File: src/sv/tlfd_pkg.sv
// Package for the type-length frame deframer.
// Holds the header layout constants and the result item struct.
// No dependencies.
`default_nettype none

package tlfd_pkg;

  localparam int HEADER_BYTES = 5;
  localparam int LEN_BYTES    = 4;
  localparam int CNT_W        = 4;
  localparam int LEN_W        = 32;

  typedef struct packed {
    logic [7:0] frame_kind;
    logic [7:0] body_byte;
    logic       frame_end;
    logic       empty_frame;
  } tlfd_res_t;

endpackage

`default_nettype wire

File: src/sv/type_length_frame_deframer.sv
// Type-length frame deframer top level: parser plus output buffer.
// Throughput: one stream byte per cycle while the output is not stalled, including across frames.
// A result is registered into the output stage, or into the skid stage under a stall, as its byte is taken.
// A two-entry output stage keeps in_ready registered; a stall costs no bytes.
// Reset (rst, synchronous) clears header and body counters and both stages.
`default_nettype none

module type_length_frame_deframer (
  input  wire logic       clk,
  input  wire logic       rst,
  input  wire logic       in_valid,
  output logic            in_ready,
  input  wire logic [7:0] stream_byte,
  output logic            out_valid,
  input  wire logic       out_ready,
  output logic [7:0]      frame_kind,
  output logic [7:0]      body_byte,
  output logic            frame_end,
  output logic            empty_frame
);
  import tlfd_pkg::*;

  logic      accept;
  logic      res_valid;
  tlfd_res_t res;
  tlfd_res_t out_data;

  assign accept = in_valid && in_ready;

  tlfd_parse u_parse (
    .clk         (clk),
    .rst         (rst),
    .accept      (accept),
    .stream_byte (stream_byte),
    .res_valid   (res_valid),
    .res         (res)
  );

  tlfd_out_buf u_out_buf (
    .clk       (clk),
    .rst       (rst),
    .push      (res_valid),
    .push_data (res),
    .in_ready  (in_ready),
    .out_valid (out_valid),
    .out_ready (out_ready),
    .out_data  (out_data)
  );

  assign frame_kind  = out_data.frame_kind;
  assign body_byte   = out_data.body_byte;
  assign frame_end   = out_data.frame_end;
  assign empty_frame = out_data.empty_frame;

endmodule

`default_nettype wire

File: src/sv/tlfd_parse.sv
// Frame parser: header collection and body counting, one item per cycle.
// Produces at most one result per accepted item, combinationally.
// Depends on tlfd_pkg.
`default_nettype none

module tlfd_parse (
  input  wire logic             clk,
  input  wire logic             rst,
  input  wire logic             accept,
  input  wire logic [7:0]       stream_byte,
  output logic                  res_valid,
  output tlfd_pkg::tlfd_res_t   res
);
  import tlfd_pkg::*;

  localparam logic [CNT_W-1:0] HdrLast = CNT_W'(HEADER_BYTES);
  localparam logic [CNT_W-1:0] LenLast = CNT_W'(LEN_BYTES);

  logic [CNT_W-1:0] header_seen, header_seen_next, hs_inc;
  logic             in_body, in_body_next;
  logic [7:0]       kind_hold, kind_hold_next;
  logic [LEN_W-1:0] body_total, body_total_next;
  logic [LEN_W-1:0] body_seen, body_seen_next, seen_inc;
  logic             last;

  always_ff @(posedge clk) begin
    if (rst) begin
      header_seen <= '0;
      in_body     <= 1'b0;
      kind_hold   <= '0;
      body_total  <= '0;
      body_seen   <= '0;
    end else begin
      header_seen <= header_seen_next;
      in_body     <= in_body_next;
      kind_hold   <= kind_hold_next;
      body_total  <= body_total_next;
      body_seen   <= body_seen_next;
    end
  end

  always_comb begin
    header_seen_next = header_seen;
    in_body_next     = in_body;
    kind_hold_next   = kind_hold;
    body_total_next  = body_total;
    body_seen_next   = body_seen;
    res_valid        = 1'b0;
    res              = '0;
    seen_inc         = body_seen + LEN_W'(1);
    last             = (seen_inc == body_total);
    hs_inc           = header_seen + CNT_W'(1);
    if (accept) begin
      if (in_body) begin
        res_valid      = 1'b1;
        res.frame_kind = kind_hold;
        res.body_byte  = stream_byte;
        res.frame_end  = last;
        body_seen_next = seen_inc;
        if (last) begin
          in_body_next     = 1'b0;
          header_seen_next = '0;
        end
      end else begin
        if (header_seen == '0) begin
          kind_hold_next  = stream_byte;
          body_total_next = '0;
        end else if (header_seen <= LenLast) begin
          body_total_next = {body_total[LEN_W-9:0], stream_byte};
        end
        if (hs_inc >= HdrLast) begin
          header_seen_next = '0;
          body_seen_next   = '0;
          if (body_total_next == '0) begin
            res_valid       = 1'b1;
            res.frame_kind  = kind_hold_next;
            res.frame_end   = 1'b1;
            res.empty_frame = 1'b1;
          end else begin
            in_body_next = 1'b1;
          end
        end else begin
          header_seen_next = hs_inc;
        end
      end
    end
  end

  a_body_hdr_idle: assert property (@(posedge clk) disable iff (rst)
    in_body |-> header_seen == '0)
    else $error("header counter running during body");

  a_hdr_bound: assert property (@(posedge clk) disable iff (rst)
    header_seen < HdrLast)
    else $error("header counter past header length");

  a_empty_shape: assert property (@(posedge clk) disable iff (rst)
    res_valid && res.empty_frame |-> res.frame_end && res.body_byte == 8'd0 && !in_body)
    else $error("malformed empty-frame result");

  a_body_count: assert property (@(posedge clk) disable iff (rst)
    in_body |-> body_seen < body_total)
    else $error("body count overran length");

endmodule

`default_nettype wire

File: src/sv/tlfd_out_buf.sv
// Output register with a skid stage for result items.
// Keeps input ready a registered signal independent of output ready.
// Depends on tlfd_pkg.
`default_nettype none

module tlfd_out_buf (
  input  wire logic            clk,
  input  wire logic            rst,
  input  wire logic            push,
  input  tlfd_pkg::tlfd_res_t  push_data,
  output logic                 in_ready,
  output logic                 out_valid,
  input  wire logic            out_ready,
  output tlfd_pkg::tlfd_res_t  out_data
);
  import tlfd_pkg::*;

  logic      skid_valid;
  tlfd_res_t skid;
  logic      out_free;

  assign in_ready = !skid_valid;
  assign out_free = !out_valid || out_ready;

  always_ff @(posedge clk) begin
    if (rst) begin
      out_valid  <= 1'b0;
      skid_valid <= 1'b0;
    end else if (out_free) begin
      out_valid  <= skid_valid || push;
      skid_valid <= 1'b0;
    end else if (push) begin
      skid_valid <= 1'b1;
    end
  end

  always_ff @(posedge clk) begin
    if (out_free) begin
      out_data <= skid_valid ? skid : push_data;
    end
    if (!out_free && push) begin
      skid <= push_data;
    end
  end

  a_skid_behind_out: assert property (@(posedge clk) disable iff (rst)
    skid_valid |-> out_valid)
    else $error("skid holds an item while output is empty");

  a_no_push_full: assert property (@(posedge clk) disable iff (rst)
    skid_valid |-> !push)
    else $error("item pushed while skid full");

  a_skid_drains: assert property (@(posedge clk) disable iff (rst)
    skid_valid && out_ready |=> !skid_valid && out_valid)
    else $error("skid item not moved to output");

endmodule

`default_nettype wire

File: config.mk
export PLATFORM = sky130hd
export DESIGN_NAME = type_length_frame_deframer
export DESIGN_NICKNAME = d
export VERILOG_FILES = /design/src/sv/tlfd_pkg.sv /design/src/sv/type_length_frame_deframer.sv /design/src/sv/tlfd_parse.sv /design/src/sv/tlfd_out_buf.sv
export SDC_FILE = /design/constraint.sdc
export NUM_CORES = 1
export LEC_CHECK = 0
export BUFFER_PORTS_ARGS = -buffer_cell sky130_fd_sc_hd__buf_2
export CAP_MARGIN = 5
export CORE_UTILIZATION = 45
export DETAILED_ROUTE_END_ITERATION = 12
export SETUP_SLACK_MARGIN = 0.4
export SYNTH_ARGS = -nofsm -noshare
export SYNTH_HDL_FRONTEND = slang
export SYNTH_SLANG_ARGS = --single-unit
File: constraint.sdc
create_clock -name clk -period 5.2 [get_ports clk]
set_clock_uncertainty 0.1 [all_clocks]
set_input_delay 1.56 -clock clk [delete_from_list [all_inputs] [get_ports clk]]
set_output_delay 1.56 -clock clk [all_outputs]
set_load 0.01 [all_outputs]
==> metrics.txt, run 1 <==
# TYPE chip_impl_metric gauge
chip_impl_metric{name="design_power_total",unit="mW"} 2.34
chip_impl_metric{name="period_share",unit="%"} 70.6
chip_impl_metric{name="coreArea",unit="mm²"} 0.0128
chip_impl_metric{name="first_pass_iters",unit=""} 4
chip_impl_info{name="setup_repair_after_global_routing_missed_its_margin",value="no"} 1
chip_impl_info{name="tritoncts",value="built"} 1
chip_impl_info{name="worstSetupPathType",value="primary input to flop"} 1
chip_impl_metric{name="synth.distinct_cells",unit=""} 66
chip_impl_metric{name="grt_usage",unit="%"} 24.2
chip_impl_info{name="final_common_cell",value="sky130_fd_sc_hd__dfxtp_1"} 1
chip_impl_metric{name="io_pins",unit=""} 32
chip_impl_metric{name="yosys_warnings",unit=""} 0
chip_impl_metric{name="synth_edf_count",unit=""} 36
chip_impl_metric{name="critical_path_arrival",unit="ns"} 3.68
chip_impl_metric{name="async_reset_ff_share",unit="%"} 0
chip_impl_metric{name="initial_utilization",unit="%"} 47.0
chip_impl_metric{name="number_of_antenna_violations_at_the_first_check_in_global_routing",unit=""} 0
chip_impl_metric{name="clock_pin_slew_of_the_registers_on_the_worst_case_setup_and_hold_paths",unit="ns"} 0.05
chip_impl_metric{name="grt_ovf",unit=""} 0
chip_impl_metric{name="fillers",unit=""} 1224
chip_impl_metric{name="worst_case_register_to_register_setup_slack",unit="ns"} 1.57
chip_impl_metric{name="synth_instances",unit=""} 690
chip_impl_metric{name="clock_tree.buffer_depth",unit=""} 2
chip_impl_info{name="worst_hold_path_type",value="flop to flop"} 1
chip_impl_metric{name="timing.max_slew.rel_slack",unit="%"} 22.9
chip_impl_metric{name="place.port_buffers",unit=""} 31
chip_impl_metric{name="synth.yosys.seq_area_share",unit="%"} 44.2
chip_impl_metric{name="ctsHoldBuffers",unit=""} 0
chip_impl_metric{name="grt_start_max_net_pins",unit=""} 62
chip_impl_metric{name="timing.hold.worst_path_depth",unit=""} 2
chip_impl_info{name="clockRootBuffer",value="sky130_fd_sc_hd__clkbuf_16"} 1
chip_impl_metric{name="use_met2",unit="%"} 34.9
chip_impl_metric{name="placementRows",unit=""} 41
chip_impl_metric{name="final_layout_size_suffix_gt1_share",unit="%"} 12.7
chip_impl_metric{name="use_met1",unit="%"} 36.0
chip_impl_metric{name="diodes",unit=""} 0
chip_impl_info{name="crit_path_end_kind",value="flop"} 1
chip_impl_info{name="layout.cells.most_common_list",value="sky130_fd_sc_hd__dfxtp_1, sky130_fd_sc_hd__a21oi_1, sky130_fd_sc_hd__nand2_1, sky130_fd_sc_hd__nor2_1, sky130_fd_sc_hd__nand3_1"} 1
chip_impl_metric{name="layout.nets",unit=""} 717
chip_impl_metric{name="leakage",unit="nW"} 2.66
chip_impl_metric{name="hold_violations",unit=""} 0
chip_impl_metric{name="syn_nets",unit=""} 706
chip_impl_metric{name="reg2regPathDepth",unit=""} 8
chip_impl_metric{name="number_of_setup_buffers_added_after_cts",unit=""} 0
chip_impl_metric{name="hpwlAfterDp",unit="µm"} 11000
chip_impl_metric{name="die-height",unit="µm"} 118
chip_impl_metric{name="synth.avg_cell_area",unit="µm²"} 8.73
chip_impl_metric{name="layout-area-overhead-vs-synth",unit="%"} 14.4
chip_impl_metric{name="stdcell_count",unit=""} 886
chip_impl_metric{name="max_cap_viol_count",unit=""} 0
chip_impl_info{name="ys.flop_type",value="sky130_fd_sc_hd__dfxtp_1"} 1
chip_impl_metric{name="clock_sink_count",unit=""} 115
chip_impl_metric{name="post_cts_resize_count",unit=""} 0
chip_impl_metric{name="place.detailed.instances",unit=""} 854
chip_impl_metric{name="irDropWorstVdd",unit="mV"} 0.260
chip_impl_metric{name="met3_track_utilization_from_global_routing",unit="%"} 4.84
chip_impl_metric{name="cts_buffers",unit=""} 17
chip_impl_metric{name="utilization_of_the_core_after_routing",unit="%"} 53.7
chip_impl_metric{name="dieWidth",unit="µm"} 118
chip_impl_info{name="critical_path.startpoint_type",value="primary input"} 1
chip_impl_metric{name="initialDrtViolationCount",unit=""} 625
chip_impl_metric{name="synth_area",unit="mm²"} 0.00602
chip_impl_metric{name="fmax",unit="MHz"} 273
chip_impl_metric{name="synth_seq_cells",unit=""} 115
chip_impl_metric{name="final-max-slew-violation-count",unit=""} 0
chip_impl_metric{name="detailroute.via_count",unit=""} 5292
chip_impl_info{name="most_heavily_used_metal_layer_in_global_routing",value="met1"} 1
chip_impl_metric{name="final_period_minus_worst_setup_slack",unit="ns"} 3.67
chip_impl_metric{name="power.density_cell_area",unit="mW/mm²"} 340
chip_impl_metric{name="first_global_vias",unit=""} 4777
chip_impl_metric{name="cts_max_level",unit=""} 4
chip_impl_metric{name="setup_tns",unit="ns"} 0
chip_impl_metric{name="worstMarginPinSlew",unit="ns"} 1.16
chip_impl_metric{name="final-setup-viol-count",unit=""} 0
chip_impl_metric{name="grt_pass1_wl",unit="µm"} 26400
chip_impl_metric{name="ant_nets",unit=""} 0
chip_impl_metric{name="post_drt_wl_per_cell",unit="µm"} 18.2
chip_impl_metric{name="clock_latency",unit="ns"} 0.42
chip_impl_info{name="status",value="finished, final reports clean"} 1
chip_impl_metric{name="postRouteWirelength",unit="µm"} 16100
chip_impl_metric{name="vias_per_cell",unit=""} 5.97
chip_impl_metric{name="worst-path-max-fanout",unit=""} 13
chip_impl_metric{name="worst_path_required_time",unit="ns"} 5.21
chip_impl_metric{name="floorplan.die_area",unit="mm²"} 0.0138
chip_impl_metric{name="remaining_drc_errors",unit=""} 0
chip_impl_metric{name="place.gp.congestion",unit=""} 0.895
[per-stage QoR]
| stage | setup WS (ns) | cell area [µm²] | hold slack, ns |
|---|---|---|---|
| floorplan | 1.16 | 6020 | 0.336 |
| global placement | 1.10 | 6270 | 0.347 |
| detailed placement | 1.08 | 6270 | 0.349 |
| CTS | 1.50 | 6890 | 0.356 |
| global route | 1.19 | 6890 | 0.376 |
| finish | 1.53 | 6890 | 0.355 |
[cell families (layout without fill, tap and decap cells)]
group | after synthesis | after routing | share of synthesized area (%)
AO/OA/AOI/OAI | 171 | 171 | 17.5
flip-flops | 115 | 115 | 44.2
multiplexers | 4 | 4 | 0.665
AND/OR/NAND/NOR | 292 | 292 | 26.3
buffers and inverters | 59 | 83 | 3.97
adder cells (fa/ha/maj) | 4 | 4 | 0.831
XOR/XNOR | 45 | 45 | 6.54
[sequential cells by signal (all words and copies together) (netlist names)]
| name | cells |
|---|---|
| u_out_buf.out_data | 18 |
| u_out_buf.out_valid | 1 |
| u_out_buf.skid | 18 |
| u_out_buf.skid_valid | 1 |
| u_parse.body_seen | 32 |
| u_parse.body_total | 32 |
| u_parse.header_seen | 4 |
| u_parse.in_body | 1 |
| u_parse.kind_hold | 8 |
[Yosys cell counts, types with 3 or more instances]
library cell	instances	area share, %
sky130_fd_sc_hd__or4_1	4	0.50
sky130_fd_sc_hd__nand2_1	61	3.8
sky130_fd_sc_hd__xor2_1	19	2.8
sky130_fd_sc_hd__nor3b_1	4	0.50
sky130_fd_sc_hd__nor2_1	55	3.4
sky130_fd_sc_hd__nor4_2	3	0.62
sky130_fd_sc_hd__a21o_1	16	2.0
sky130_fd_sc_hd__mux2i_1	4	0.66
sky130_fd_sc_hd__nor2b_1	4	0.42
sky130_fd_sc_hd__and3_1	19	2.0
sky130_fd_sc_hd__a21oi_1	72	6.0
sky130_fd_sc_hd__nand4_1	16	1.7
sky130_fd_sc_hd__and2_1	6	0.62
sky130_fd_sc_hd__edfxtp_1	36	18
sky130_fd_sc_hd__clkbuf_1	43	2.7
sky130_fd_sc_hd__or3_1	4	0.42
sky130_fd_sc_hd__a211oi_1	4	0.50
sky130_fd_sc_hd__o21ai_1	3	0.25
sky130_fd_sc_hd__ha_1	4	0.83
sky130_fd_sc_hd__nand3_1	50	4.2
sky130_fd_sc_hd__nor3_1	15	1.2
sky130_fd_sc_hd__nand3b_1	5	0.62
sky130_fd_sc_hd__dfxtp_1	79	26
sky130_fd_sc_hd__a22oi_1	12	1.5
sky130_fd_sc_hd__xnor2_1	26	3.8
sky130_fd_sc_hd__or2_2	3	0.31
sky130_fd_sc_hd__nor4_4	3	1.1
sky130_fd_sc_hd__a22o_1	8	1.2
sky130_fd_sc_hd__nand2b_1	8	0.83
sky130_fd_sc_hd__buf_2	5	0.42
sky130_fd_sc_hd__and4_1	3	0.44
sky130_fd_sc_hd__nor4_1	15	1.6
sky130_fd_sc_hd__o211ai_1	3	0.37
sky130_fd_sc_hd__inv_1	8	0.50
sky130_fd_sc_hd__o21ai_0	30	2.5
[worst paths after layout]
path / endpoint / startpoint
worst min register to register: u_parse.kind_hold[1]$_SDFFE_PP0P_ / u_parse.kind_hold[1]$_SDFFE_PP0P_
worst min-delay path: u_parse.kind_hold[1]$_SDFFE_PP0P_ / u_parse.kind_hold[1]$_SDFFE_PP0P_
worst max register to register: u_parse.header_seen[1]$_SDFFE_PP0P_ / u_parse.body_seen[4]$_SDFFE_PP0P_
worst max-delay path: u_out_buf.skid[9]$_DFFE_PP_ / stream_byte[4]
[area by class of cell]
type	count	area, µm²	area share [%]
Sequential cell	115	2660	38.6
Timing Repair Buffer	43	245	3.56
Clock buffer	19	433	6.28
Clock inverter	13	184	2.67
Inverter	8	30.0	0.436
Multi-Input combinational cell	516	3120	45.3
Tap cell	172	215	3.12
[power breakdown]
part | switching [mW] | internal (mW)
Clock | 0.418 | 0.800
Combinational | 0.111 | 0.0525
Sequential | 0.0181 | 0.940
Total | 0.547 | 1.79
[routing by layer]
layer	part of all wire [%]	vias to the layer above
li1	-	2548
met1	49	2564
met2	44	162
met3	5.5	18
met4	1.3	0
met5	0	-
[critical path, cell delays in order]
cell	delay [ns]
sky130_fd_sc_hd__buf_2	0.13
sky130_fd_sc_hd__or4_1	0.51
sky130_fd_sc_hd__o41ai_1	0.28
sky130_fd_sc_hd__o2111a_1	0.29
sky130_fd_sc_hd__o21ai_0	0.18
sky130_fd_sc_hd__nor2_1	0.42
sky130_fd_sc_hd__buf_4	0.31
Power figures use the tool's default switching activity.
==> run 2: changes to the inputs <==
--- a/config.mk
+++ b/config.mk
@@ -5,6 +5,7 @@
 export SDC_FILE = /design/constraint.sdc
 export NUM_CORES = 1
 export LEC_CHECK = 0
+export ABC_AREA = 1
 export BUFFER_PORTS_ARGS = -buffer_cell sky130_fd_sc_hd__buf_2
 export CAP_MARGIN = 5
 export CORE_UTILIZATION = 45
==> constraint.sdc (replaced) <==
create_clock -name clk -period 3.8 [get_ports clk]
set_clock_uncertainty 0.1 [all_clocks]
set_input_delay 1.14 -clock clk [delete_from_list [all_inputs] [get_ports clk]]
set_output_delay 1.14 -clock clk [all_outputs]
set_load 0.01 [all_outputs]
==> run 2 against run 1 <==
  * Utilization fell by 0.69 points
  * Global-route usage rose by 0.51 points
  * Sequential power rose by 43%
  * Sequential cell count did not move
  * Largest power group unchanged
  * Non-clock buffer count rose by 2
  * Die area rose by 12%
  * Count of clock-buffer cells in the layout fell by 1
  * Area after synthesis rose by 12%
  * Clock power rose by 34%
  * Critical path type is now flop to flop
  * Critical path depth rose by 12
==> metrics.txt, run 2 <==
# TYPE chip_impl_metric gauge
chip_impl_metric{name="max_cap_viol_count",unit=""} 0
chip_impl_info{name="ys.flop_type",value="sky130_fd_sc_hd__dfxtp_1"} 1
chip_impl_info{name="layout.cells.most_common_list",value="sky130_fd_sc_hd__nand2_1, sky130_fd_sc_hd__inv_1, sky130_fd_sc_hd__nand3_1, sky130_fd_sc_hd__dfxtp_1, sky130_fd_sc_hd__a21oi_1"} 1
chip_impl_metric{name="clock_tree.buffer_depth",unit=""} 2
chip_impl_metric{name="initial_utilization",unit="%"} 46.2
chip_impl_info{name="synthMostInstantiatedCell",value="sky130_fd_sc_hd__nand2_1"} 1
chip_impl_metric{name="setup_tns",unit="ns"} 0
chip_impl_metric{name="ant_nets",unit=""} 0
chip_impl_metric{name="place.port_buffers",unit=""} 31
chip_impl_metric{name="first_pass_iters",unit=""} 6
chip_impl_metric{name="final-max-slew-violation-count",unit=""} 0
chip_impl_metric{name="critical_path_arrival",unit="ns"} 3.14
chip_impl_metric{name="met3_track_utilization_from_global_routing",unit="%"} 4.68
chip_impl_info{name="tritoncts",value="built"} 1
chip_impl_metric{name="use_met1",unit="%"} 34.4
chip_impl_info{name="crit_path_end_kind",value="flop"} 1
chip_impl_metric{name="syn_nets",unit=""} 1043
chip_impl_metric{name="fmax",unit="MHz"} 320
chip_impl_metric{name="sw_frac_of_total",unit="%"} 27.6
chip_impl_metric{name="detailroute.via_count",unit=""} 6661
chip_impl_metric{name="stdcell_count",unit=""} 1253
chip_impl_metric{name="floorplan.die_area",unit="mm²"} 0.0155
chip_impl_metric{name="clock_pin_slew_of_the_registers_on_the_worst_case_setup_and_hold_paths",unit="ns"} 0.06
chip_impl_metric{name="period_share",unit="%"} 82.3
chip_impl_info{name="critical_path.endpoint",value="u_out_buf.skid[4]$_DFFE_PP_"} 1
chip_impl_metric{name="leakage",unit="nW"} 3.39
chip_impl_metric{name="p_switching",unit="mW"} 0.949
chip_impl_info{name="clockRootBuffer",value="sky130_fd_sc_hd__clkbuf_16"} 1
chip_impl_metric{name="worstMarginPinSlew",unit="ns"} 0.803
chip_impl_metric{name="power.share.clock",unit="%"} 47.4
chip_impl_info{name="critical_path.reg2reg.endpoint",value="u_out_buf.skid[4]$_DFFE_PP_"} 1
chip_impl_metric{name="clock_sink_count",unit=""} 115
chip_impl_info{name="synth_commonest_cells",value="sky130_fd_sc_hd__nand2_1, sky130_fd_sc_hd__inv_1, sky130_fd_sc_hd__nand3_1, sky130_fd_sc_hd__dfxtp_1, sky130_fd_sc_hd__a21oi_1"} 1
chip_impl_metric{name="die-height",unit="µm"} 124
chip_impl_info{name="status",value="finished, final reports clean"} 1
chip_impl_metric{name="yosys_warnings",unit=""} 0
chip_impl_info{name="slowest_stage",value="sky130_fd_sc_hd__dfxtp_1"} 1
chip_impl_metric{name="grt_start_max_net_pins",unit=""} 55
chip_impl_metric{name="async_reset_ff_share",unit="%"} 0
chip_impl_info{name="rr_startpoint",value="u_parse.header_seen[0]$_SDFFE_PP0P_"} 1
chip_impl_metric{name="synth.yosys.seq_area_share",unit="%"} 39.5
chip_impl_metric{name="synth_seq_cells",unit=""} 115
chip_impl_metric{name="hold_violations",unit=""} 0
chip_impl_metric{name="initialDrtViolationCount",unit=""} 595
chip_impl_metric{name="cts_max_level",unit=""} 4
chip_impl_metric{name="first_global_vias",unit=""} 5893
chip_impl_metric{name="use_met2",unit="%"} 39.3
chip_impl_metric{name="synth.avg_cell_area",unit="µm²"} 6.57
chip_impl_info{name="final_common_cell",value="sky130_fd_sc_hd__nand2_1"} 1
chip_impl_metric{name="grt_usage",unit="%"} 24.8
chip_impl_info{name="timing.critical_path.cells",value="inv_1, ha_1, inv_1, nand2_1, nand2_2, clkinvlp_4, clkbuf_4, buf_4, nand2_1, nand3_1, nand2_1, nor3_1, nand4_1, nor2_1, nand2_1, nand2_1, nand2_1, nor2_1, buf_6"} 1
chip_impl_metric{name="grt_ovf",unit=""} 0
chip_impl_metric{name="number_of_antenna_violations_at_the_first_check_in_global_routing",unit=""} 0
chip_impl_metric{name="dieWidth",unit="µm"} 124
chip_impl_info{name="critical_path.startpoint_type",value="flop"} 1
chip_impl_info{name="worstSetupPathType",value="flop to flop"} 1
chip_impl_info{name="path_common_cell",value="sky130_fd_sc_hd__nand2_1"} 1
chip_impl_info{name="synth_largest_area_cell",value="sky130_fd_sc_hd__dfxtp_1"} 1
chip_impl_metric{name="worst_case_register_to_register_setup_slack",unit="ns"} 0.67
chip_impl_metric{name="io_pins",unit=""} 32
chip_impl_metric{name="placementRows",unit=""} 44
chip_impl_metric{name="synth.distinct_cells",unit=""} 34
chip_impl_metric{name="irDropWorstVdd",unit="mV"} 0.357
chip_impl_metric{name="ctsHoldBuffers",unit=""} 0
chip_impl_metric{name="seq_power_share",unit="%"} 39.8
chip_impl_metric{name="vias_per_cell",unit=""} 5.32
chip_impl_metric{name="remaining_drc_errors",unit=""} 0
chip_impl_metric{name="power.density_cell_area",unit="mW/mm²"} 444
chip_impl_info{name="setup_repair_after_global_routing_missed_its_margin",value="no"} 1
chip_impl_metric{name="final_period_minus_worst_setup_slack",unit="ns"} 3.13
chip_impl_metric{name="post_drt_wl_per_cell",unit="µm"} 15.4
chip_impl_metric{name="clock_latency",unit="ns"} 0.42
chip_impl_info{name="worst_hold_path_type",value="flop to flop"} 1
chip_impl_metric{name="place.gp.congestion",unit=""} 0.866
chip_impl_metric{name="hpwlAfterDp",unit="µm"} 13400
chip_impl_metric{name="layout.nets",unit=""} 1072
chip_impl_metric{name="final_layout_size_suffix_gt1_share",unit="%"} 9.54
chip_impl_metric{name="worst-path-max-fanout",unit=""} 18
chip_impl_metric{name="worst_path_required_time",unit="ns"} 3.82
chip_impl_metric{name="grt_pass1_wl",unit="µm"} 30200
chip_impl_info{name="synth.area.top_cells",value="sky130_fd_sc_hd__dfxtp_1, sky130_fd_sc_hd__nand2_1, sky130_fd_sc_hd__edfxtp_1, sky130_fd_sc_hd__nand3_1, sky130_fd_sc_hd__inv_1"} 1
chip_impl_metric{name="final-setup-viol-count",unit=""} 0
chip_impl_metric{name="synth_edf_count",unit=""} 36
chip_impl_metric{name="layout-area-overhead-vs-synth",unit="%"} 14.8
chip_impl_metric{name="worst_hold_slack",unit="ns"} 0.384
chip_impl_metric{name="reg2regPathDepth",unit=""} 19
chip_impl_metric{name="cts_buffers",unit=""} 17
chip_impl_metric{name="diodes",unit=""} 0
chip_impl_metric{name="design_power_total",unit="mW"} 3.43
chip_impl_metric{name="timing.max_slew.rel_slack",unit="%"} 46.1
chip_impl_info{name="largest_registers",value="u_parse.body_seen x32, u_parse.body_total x32"} 1
chip_impl_info{name="most_heavily_used_metal_layer_in_global_routing",value="met2"} 1
chip_impl_metric{name="coreArea",unit="mm²"} 0.0146
chip_impl_metric{name="p_comb_share",unit="%"} 12.8
chip_impl_info{name="timing.critical_path.from",value="u_parse.header_seen[0]$_SDFFE_PP0P_"} 1
chip_impl_metric{name="cpPeakStageDelay",unit="ns"} 0.34
chip_impl_metric{name="postRouteWirelength",unit="µm"} 19300
chip_impl_metric{name="p_int",unit="mW"} 2.48
chip_impl_metric{name="synth_area",unit="mm²"} 0.00674
chip_impl_metric{name="place.detailed.instances",unit=""} 1217
chip_impl_metric{name="netlist.area_leader.share",unit="%"} 23.5
chip_impl_metric{name="synth_instances",unit=""} 1027
[run 2: cell types whose count changed in the layout (fill, tap and decap cells not counted), sizes merged, moves of 18 or more]
cell	previous run	this run
inv	9	131
nor2	56	86
o211ai	3	21
nor4	21	0
nand3	52	103
o21ai	35	65
nand2	61	345
and3	19	0
xnor2	26	1
[run 2: stage by stage]
stage,setup WS [ns],area (µm²),utilization [%]
after floorplan,0.542,6740,-
after global placement,0.675,7070,48.5
after detailed placement,0.644,7070,48.5
after CTS,0.637,7670,52.6
after global routing,0.388,7740,53.0
final,0.674,7740,53.0
[run 2: cells by family (layout without fill, tap and decap cells)]
logic type / Yosys count / after routing / synth area share (%)
fa+ha+maj: 4 / 4 / 0.742
compound gates: 176 / 176 / 14.3
simple gates: 560 / 560 / 35.5
buf+inv: 169 / 211 / 9.59
xor+xnor: 3 / 3 / 0.390
flops: 115 / 115 / 39.5
[run 2: per-layer routing]
metal	up-vias	wire length, µm
met3	14	1020
met2	165	8730
li1	3396	-
met4	0	180
met5	-	0
met1	3086	9320
[run 2: worst max-delay path, delay by kind of cell (launching register included)]
| kind | cells | cell delay (ns) |
|---|---|---|
| flops | 1 | 0.34 |
| fa+ha+maj | 1 | 0.14 |
| buf+inv | 6 | 0.92 |
| simple gates | 12 | 1.31 |
[run 2: how the worst min path moves through the flow]
| stage | from | to | slack, ns | depth (start not counted) |
|---|---|---|---|---|
| 4_1_cts | u_parse.body_seen[31]$_SDFFE_PP0P_ | u_parse.body_seen[31]$_SDFFE_PP0P_ | 0.38 | 2 |
| 2_1_floorplan | u_parse.body_seen[31]$_SDFFE_PP0P_ | u_parse.body_seen[31]$_SDFFE_PP0P_ | 0.35 | 2 |
| 5_1_grt | u_parse.body_seen[31]$_SDFFE_PP0P_ | u_parse.body_seen[31]$_SDFFE_PP0P_ | 0.40 | 2 |
| 3_3_place_gp | u_parse.body_seen[31]$_SDFFE_PP0P_ | u_parse.body_seen[31]$_SDFFE_PP0P_ | 0.36 | 2 |
| 6_report | u_parse.body_seen[31]$_SDFFE_PP0P_ | u_parse.body_seen[31]$_SDFFE_PP0P_ | 0.38 | 2 |
| 3_5_place_dp | u_parse.body_seen[31]$_SDFFE_PP0P_ | u_parse.body_seen[31]$_SDFFE_PP0P_ | 0.37 | 2 |
[run 2: what timing repair did]
action,CTS,global route
gates resized for setup,0,7
setup buffers,0,3
endpoints found under the setup margin,0,18
endpoints found under the hold margin,0,0
[run 2: area by class of cell]
cell class / count / area (µm²)
fillers: 1480 / 6850
multi-input cells: 743 / 3450
flip-flops and latches: 115 / 2660
inverters: 134 / 507
clock buffers: 18 / 429
repair buffers: 45 / 294
well taps: 184 / 230
clock inverters: 14 / 164
[run 2: power by group through the flow]
stage	Clock (mW)	Sequential (mW)	Combinational, mW
floorplan	0	1.38	0.312
global placement	0	1.39	0.423
detailed placement	0	1.39	0.422
CTS	1.65	1.37	0.426
global route	1.70	1.37	0.490
finish	1.63	1.37	0.438
==> run 3: changes to the inputs <==
==> constraint.sdc (replaced) <==
create_clock -name clk -period 2.9 [get_ports clk]
set_clock_uncertainty 0.1 [all_clocks]
set_input_delay 0.87 -clock clk [delete_from_list [all_inputs] [get_ports clk]]
set_output_delay 0.87 -clock clk [all_outputs]
set_load 0.01 [all_outputs]
==> run 3 against run 2 <==
  * Sequential share of layout area decreased by 3.0 points
  * Global-route usage increased by 1.6 points
  * First-iteration DRC count decreased by 16%
  * Power increased by 37%
  * Critical path type unchanged
  * Largest power group unchanged
==> metrics.txt, run 3 (synthesis results as in run 2) <==
# TYPE chip_impl_metric gauge
chip_impl_info{name="worstSetupPathType",value="flop to flop"} 1
chip_impl_metric{name="critical_path_arrival",unit="ns"} 2.74
chip_impl_info{name="crit_path_end_kind",value="flop"} 1
chip_impl_metric{name="final_layout_size_suffix_gt1_share",unit="%"} 20.8
chip_impl_metric{name="ant_nets",unit=""} 0
chip_impl_info{name="layout.cells.most_common_list",value="sky130_fd_sc_hd__nand2_1, sky130_fd_sc_hd__inv_1, sky130_fd_sc_hd__nand3_1, sky130_fd_sc_hd__a21oi_1"} 1
chip_impl_metric{name="initialDrtViolationCount",unit=""} 498
chip_impl_info{name="clockRootBuffer",value="sky130_fd_sc_hd__clkbuf_16"} 1
chip_impl_metric{name="io_pins",unit=""} 32
chip_impl_metric{name="worst_path_required_time",unit="ns"} 2.94
chip_impl_metric{name="postRouteWirelength",unit="µm"} 20300
chip_impl_metric{name="placementRows",unit=""} 44
chip_impl_info{name="critical_path.startpoint_type",value="flop"} 1
chip_impl_metric{name="remaining_drc_errors",unit=""} 0
chip_impl_info{name="slowest_stage",value="sky130_fd_sc_hd__dfxtp_4"} 1
chip_impl_metric{name="layout-area-overhead-vs-synth",unit="%"} 27.4
chip_impl_metric{name="hold_violations",unit=""} 0
chip_impl_metric{name="vias_per_cell",unit=""} 5.41
chip_impl_metric{name="place.gp.congestion",unit=""} 0.883
chip_impl_metric{name="route.met3.wl",unit="µm"} 1150
chip_impl_metric{name="first_global_vias",unit=""} 6267
chip_impl_metric{name="grt_start_max_net_pins",unit=""} 55
chip_impl_metric{name="reg2regPathDepth",unit=""} 18
chip_impl_info{name="largest_registers",value="u_parse.body_seen x32, u_parse.body_total x32"} 1
chip_impl_metric{name="setup_tns",unit="ns"} 0
chip_impl_metric{name="clock_sink_count",unit=""} 115
chip_impl_metric{name="coreArea",unit="mm²"} 0.0146
chip_impl_metric{name="worst_hold_slack",unit="ns"} 0.376
chip_impl_metric{name="clock_pin_slew_of_the_registers_on_the_worst_case_setup_and_hold_paths",unit="ns"} 0.05
chip_impl_metric{name="fmax",unit="MHz"} 370
chip_impl_info{name="setup_repair_after_global_routing_missed_its_margin",value="yes"} 1
chip_impl_info{name="dr.max_layer_used",value="met4"} 1
chip_impl_metric{name="cpPeakStageDelay",unit="ns"} 0.35
chip_impl_info{name="rr_startpoint",value="u_parse.header_seen[0]$_SDFFE_PP0P_"} 1
chip_impl_metric{name="irDropWorstVdd",unit="mV"} 0.400
chip_impl_metric{name="cts_buffers",unit=""} 17
chip_impl_metric{name="diodes",unit=""} 0
chip_impl_metric{name="first_pass_iters",unit=""} 6
chip_impl_metric{name="timing.hold.worst_path_depth",unit=""} 2
chip_impl_metric{name="final-max-slew-violation-count",unit=""} 0
chip_impl_info{name="tritoncts",value="built"} 1
chip_impl_metric{name="number_of_antenna_violations_at_the_first_check_in_global_routing",unit=""} 0
chip_impl_metric{name="clock_latency",unit="ns"} 0.42
chip_impl_info{name="critical_path.reg2reg.endpoint",value="u_out_buf.skid[13]$_DFFE_PP_"} 1
chip_impl_metric{name="hpwlAfterDp",unit="µm"} 13700
chip_impl_info{name="worst_hold_path_type",value="flop to flop"} 1
chip_impl_metric{name="layout.nets",unit=""} 1121
chip_impl_info{name="worst_hold_startpoint",value="u_parse.body_seen[31]$_SDFFE_PP0P_"} 1
chip_impl_metric{name="fillers",unit=""} 1362
chip_impl_metric{name="max_cap_viol_count",unit=""} 0
chip_impl_metric{name="grt_ovf",unit=""} 0
chip_impl_metric{name="timing.max_slew.rel_slack",unit="%"} 64.1
chip_impl_metric{name="dieWidth",unit="µm"} 124
chip_impl_metric{name="initial_utilization",unit="%"} 46.2
chip_impl_info{name="timing.critical_path.cells",value="inv_4, ha_4, inv_4, nand2_4, nand2_8, buf_8, buf_8, nor2_1, a211oi_4, nor3_2, nand4_1, nor2_2, nand2_1, nand2_1, nand2_2, nor2_4, buf_4, buf_12"} 1
chip_impl_metric{name="dr_wl_met2",unit="µm"} 9520
chip_impl_metric{name="worstMarginPinSlew",unit="ns"} 0.539
chip_impl_metric{name="power.density_cell_area",unit="mW/mm²"} 548
chip_impl_info{name="status",value="finished, final reports clean"} 1
chip_impl_metric{name="grt_pass1_wl",unit="µm"} 32300
chip_impl_metric{name="cts_max_level",unit=""} 4
chip_impl_metric{name="worst-path-max-fanout",unit=""} 9
chip_impl_metric{name="place.port_buffers",unit=""} 31
chip_impl_metric{name="final_period_minus_worst_setup_slack",unit="ns"} 2.70
chip_impl_metric{name="route.layer.met1.wl",unit="µm"} 9430
chip_impl_metric{name="final-setup-viol-count",unit=""} 0
chip_impl_metric{name="floorplan.die_area",unit="mm²"} 0.0155
chip_impl_metric{name="ctsHoldBuffers",unit=""} 0
chip_impl_info{name="min_delay_worst_endpoint",value="u_parse.body_seen[31]$_SDFFE_PP0P_"} 1
chip_impl_metric{name="utilization_of_the_core_after_routing",unit="%"} 58.9
chip_impl_metric{name="detailroute.via_count",unit=""} 7048
chip_impl_metric{name="grt_usage",unit="%"} 26.4
chip_impl_metric{name="worst_case_register_to_register_setup_slack",unit="ns"} 0.20
chip_impl_metric{name="period_share",unit="%"} 93.2
chip_impl_metric{name="clock_tree.buffer_depth",unit=""} 2
chip_impl_info{name="final_common_cell",value="sky130_fd_sc_hd__nand2_1"} 1
chip_impl_metric{name="post_drt_wl_per_cell",unit="µm"} 15.6
chip_impl_metric{name="leakage",unit="nW"} 3.78
chip_impl_metric{name="die-height",unit="µm"} 124
-- run 3: cell types whose count changed in the layout (fill, tap and decap cells not counted), moves of 10 or more --
cell | before | now
sky130_fd_sc_hd__o21ai_0 | 64 | 49
sky130_fd_sc_hd__o21ai_1 | 1 | 11
sky130_fd_sc_hd__nand2_1 | 339 | 319
sky130_fd_sc_hd__nand2_2 | 5 | 23
sky130_fd_sc_hd__dfxtp_2 | 0 | 18
sky130_fd_sc_hd__buf_4 | 10 | 43
sky130_fd_sc_hd__dfxtp_1 | 79 | 58
sky130_fd_sc_hd__nor2_1 | 73 | 58
-- run 3: worst max-delay path by stage --
stage	startpoint	to	slack [ns]
5_1_grt	u_parse.header_seen[0]$_SDFFE_PP0P_	u_out_buf.skid[12]$_DFFE_PP_	0.09
3_5_place_dp	stream_byte[1]	u_out_buf.skid[3]$_DFFE_PP_	0.10
6_report	u_parse.header_seen[0]$_SDFFE_PP0P_	u_out_buf.skid[13]$_DFFE_PP_	0.20
2_1_floorplan	u_parse.header_seen[0]$_SDFFE_PP0P_	u_out_buf.skid[0]$_DFFE_PP_	0.35
3_3_place_gp	stream_byte[1]	u_out_buf.skid[3]$_DFFE_PP_	0.14
4_1_cts	u_parse.header_seen[0]$_SDFFE_PP0P_	u_out_buf.skid[13]$_DFFE_PP_	0.22
-- run 3: repair_timing --
action | in CTS | in global routing
buffers inserted | 19 | 18
cloned | 4 | 2
setup endpoints to repair | 73 | 43
pin swaps | 25 | 26
resized for setup | 73 | 70
-- run 3: through the flow --
step | std cells | setup WS [ns] | total power [mW] | cell area [µm²]
after floorplan | 1027 | 0.348 | 2.22 | 6780
after global placement | 1227 | 0.140 | 2.40 | 7200
after detailed placement | 1227 | 0.105 | 2.40 | 7200
after CTS | 1282 | 0.219 | 4.63 | 8230
after global routing | 1302 | 0.0909 | 4.90 | 8590
final | 1302 | 0.197 | 4.71 | 8590
-- run 3: layout make-up --
class                           count  area [µm²]  area share [%]
Multi-Input combinational cell    744        3780            44.0
Sequential cell                   115        2700            31.4
Timing Repair Buffer               92         752            8.75
Inverter                          134         523            6.09
Clock buffer                       20         437            5.08
Tap cell                          184         230            2.68
Clock inverter                     12         164            1.91
Timing Repair inverter              1        7.51          0.0874
-- run 3: metal layers --
layer / vias to the layer above / GRT usage (%)
met5: - / 0
met4: 0 / 6.87
met3: 22 / 4.98
met2: 214 / 42.4
met1: 3317 / 36.3
li1: 3495 / -
-- run 3: where the power goes --
part | internal [mW] | switching (mW) | total (mW) | leakage (nW)
combinational | 0.301 | 0.457 | 0.758 | 2.48
sequential | 1.72 | 0.0682 | 1.79 | 1.02
clock | 1.42 | 0.738 | 2.16 | 0.284
-- run 3: critical path, delay by kind of cell (launching register included) --
| family | cells | cell delay, ns |
|---|---|---|
| adders and majority gates | 1 | 0.13 |
| AOI/OAI and AO/OA | 1 | 0.06 |
| buffers and inverters | 6 | 0.62 |
| and+or+nand+nor | 10 | 1.13 |
| DFF | 1 | 0.35 |
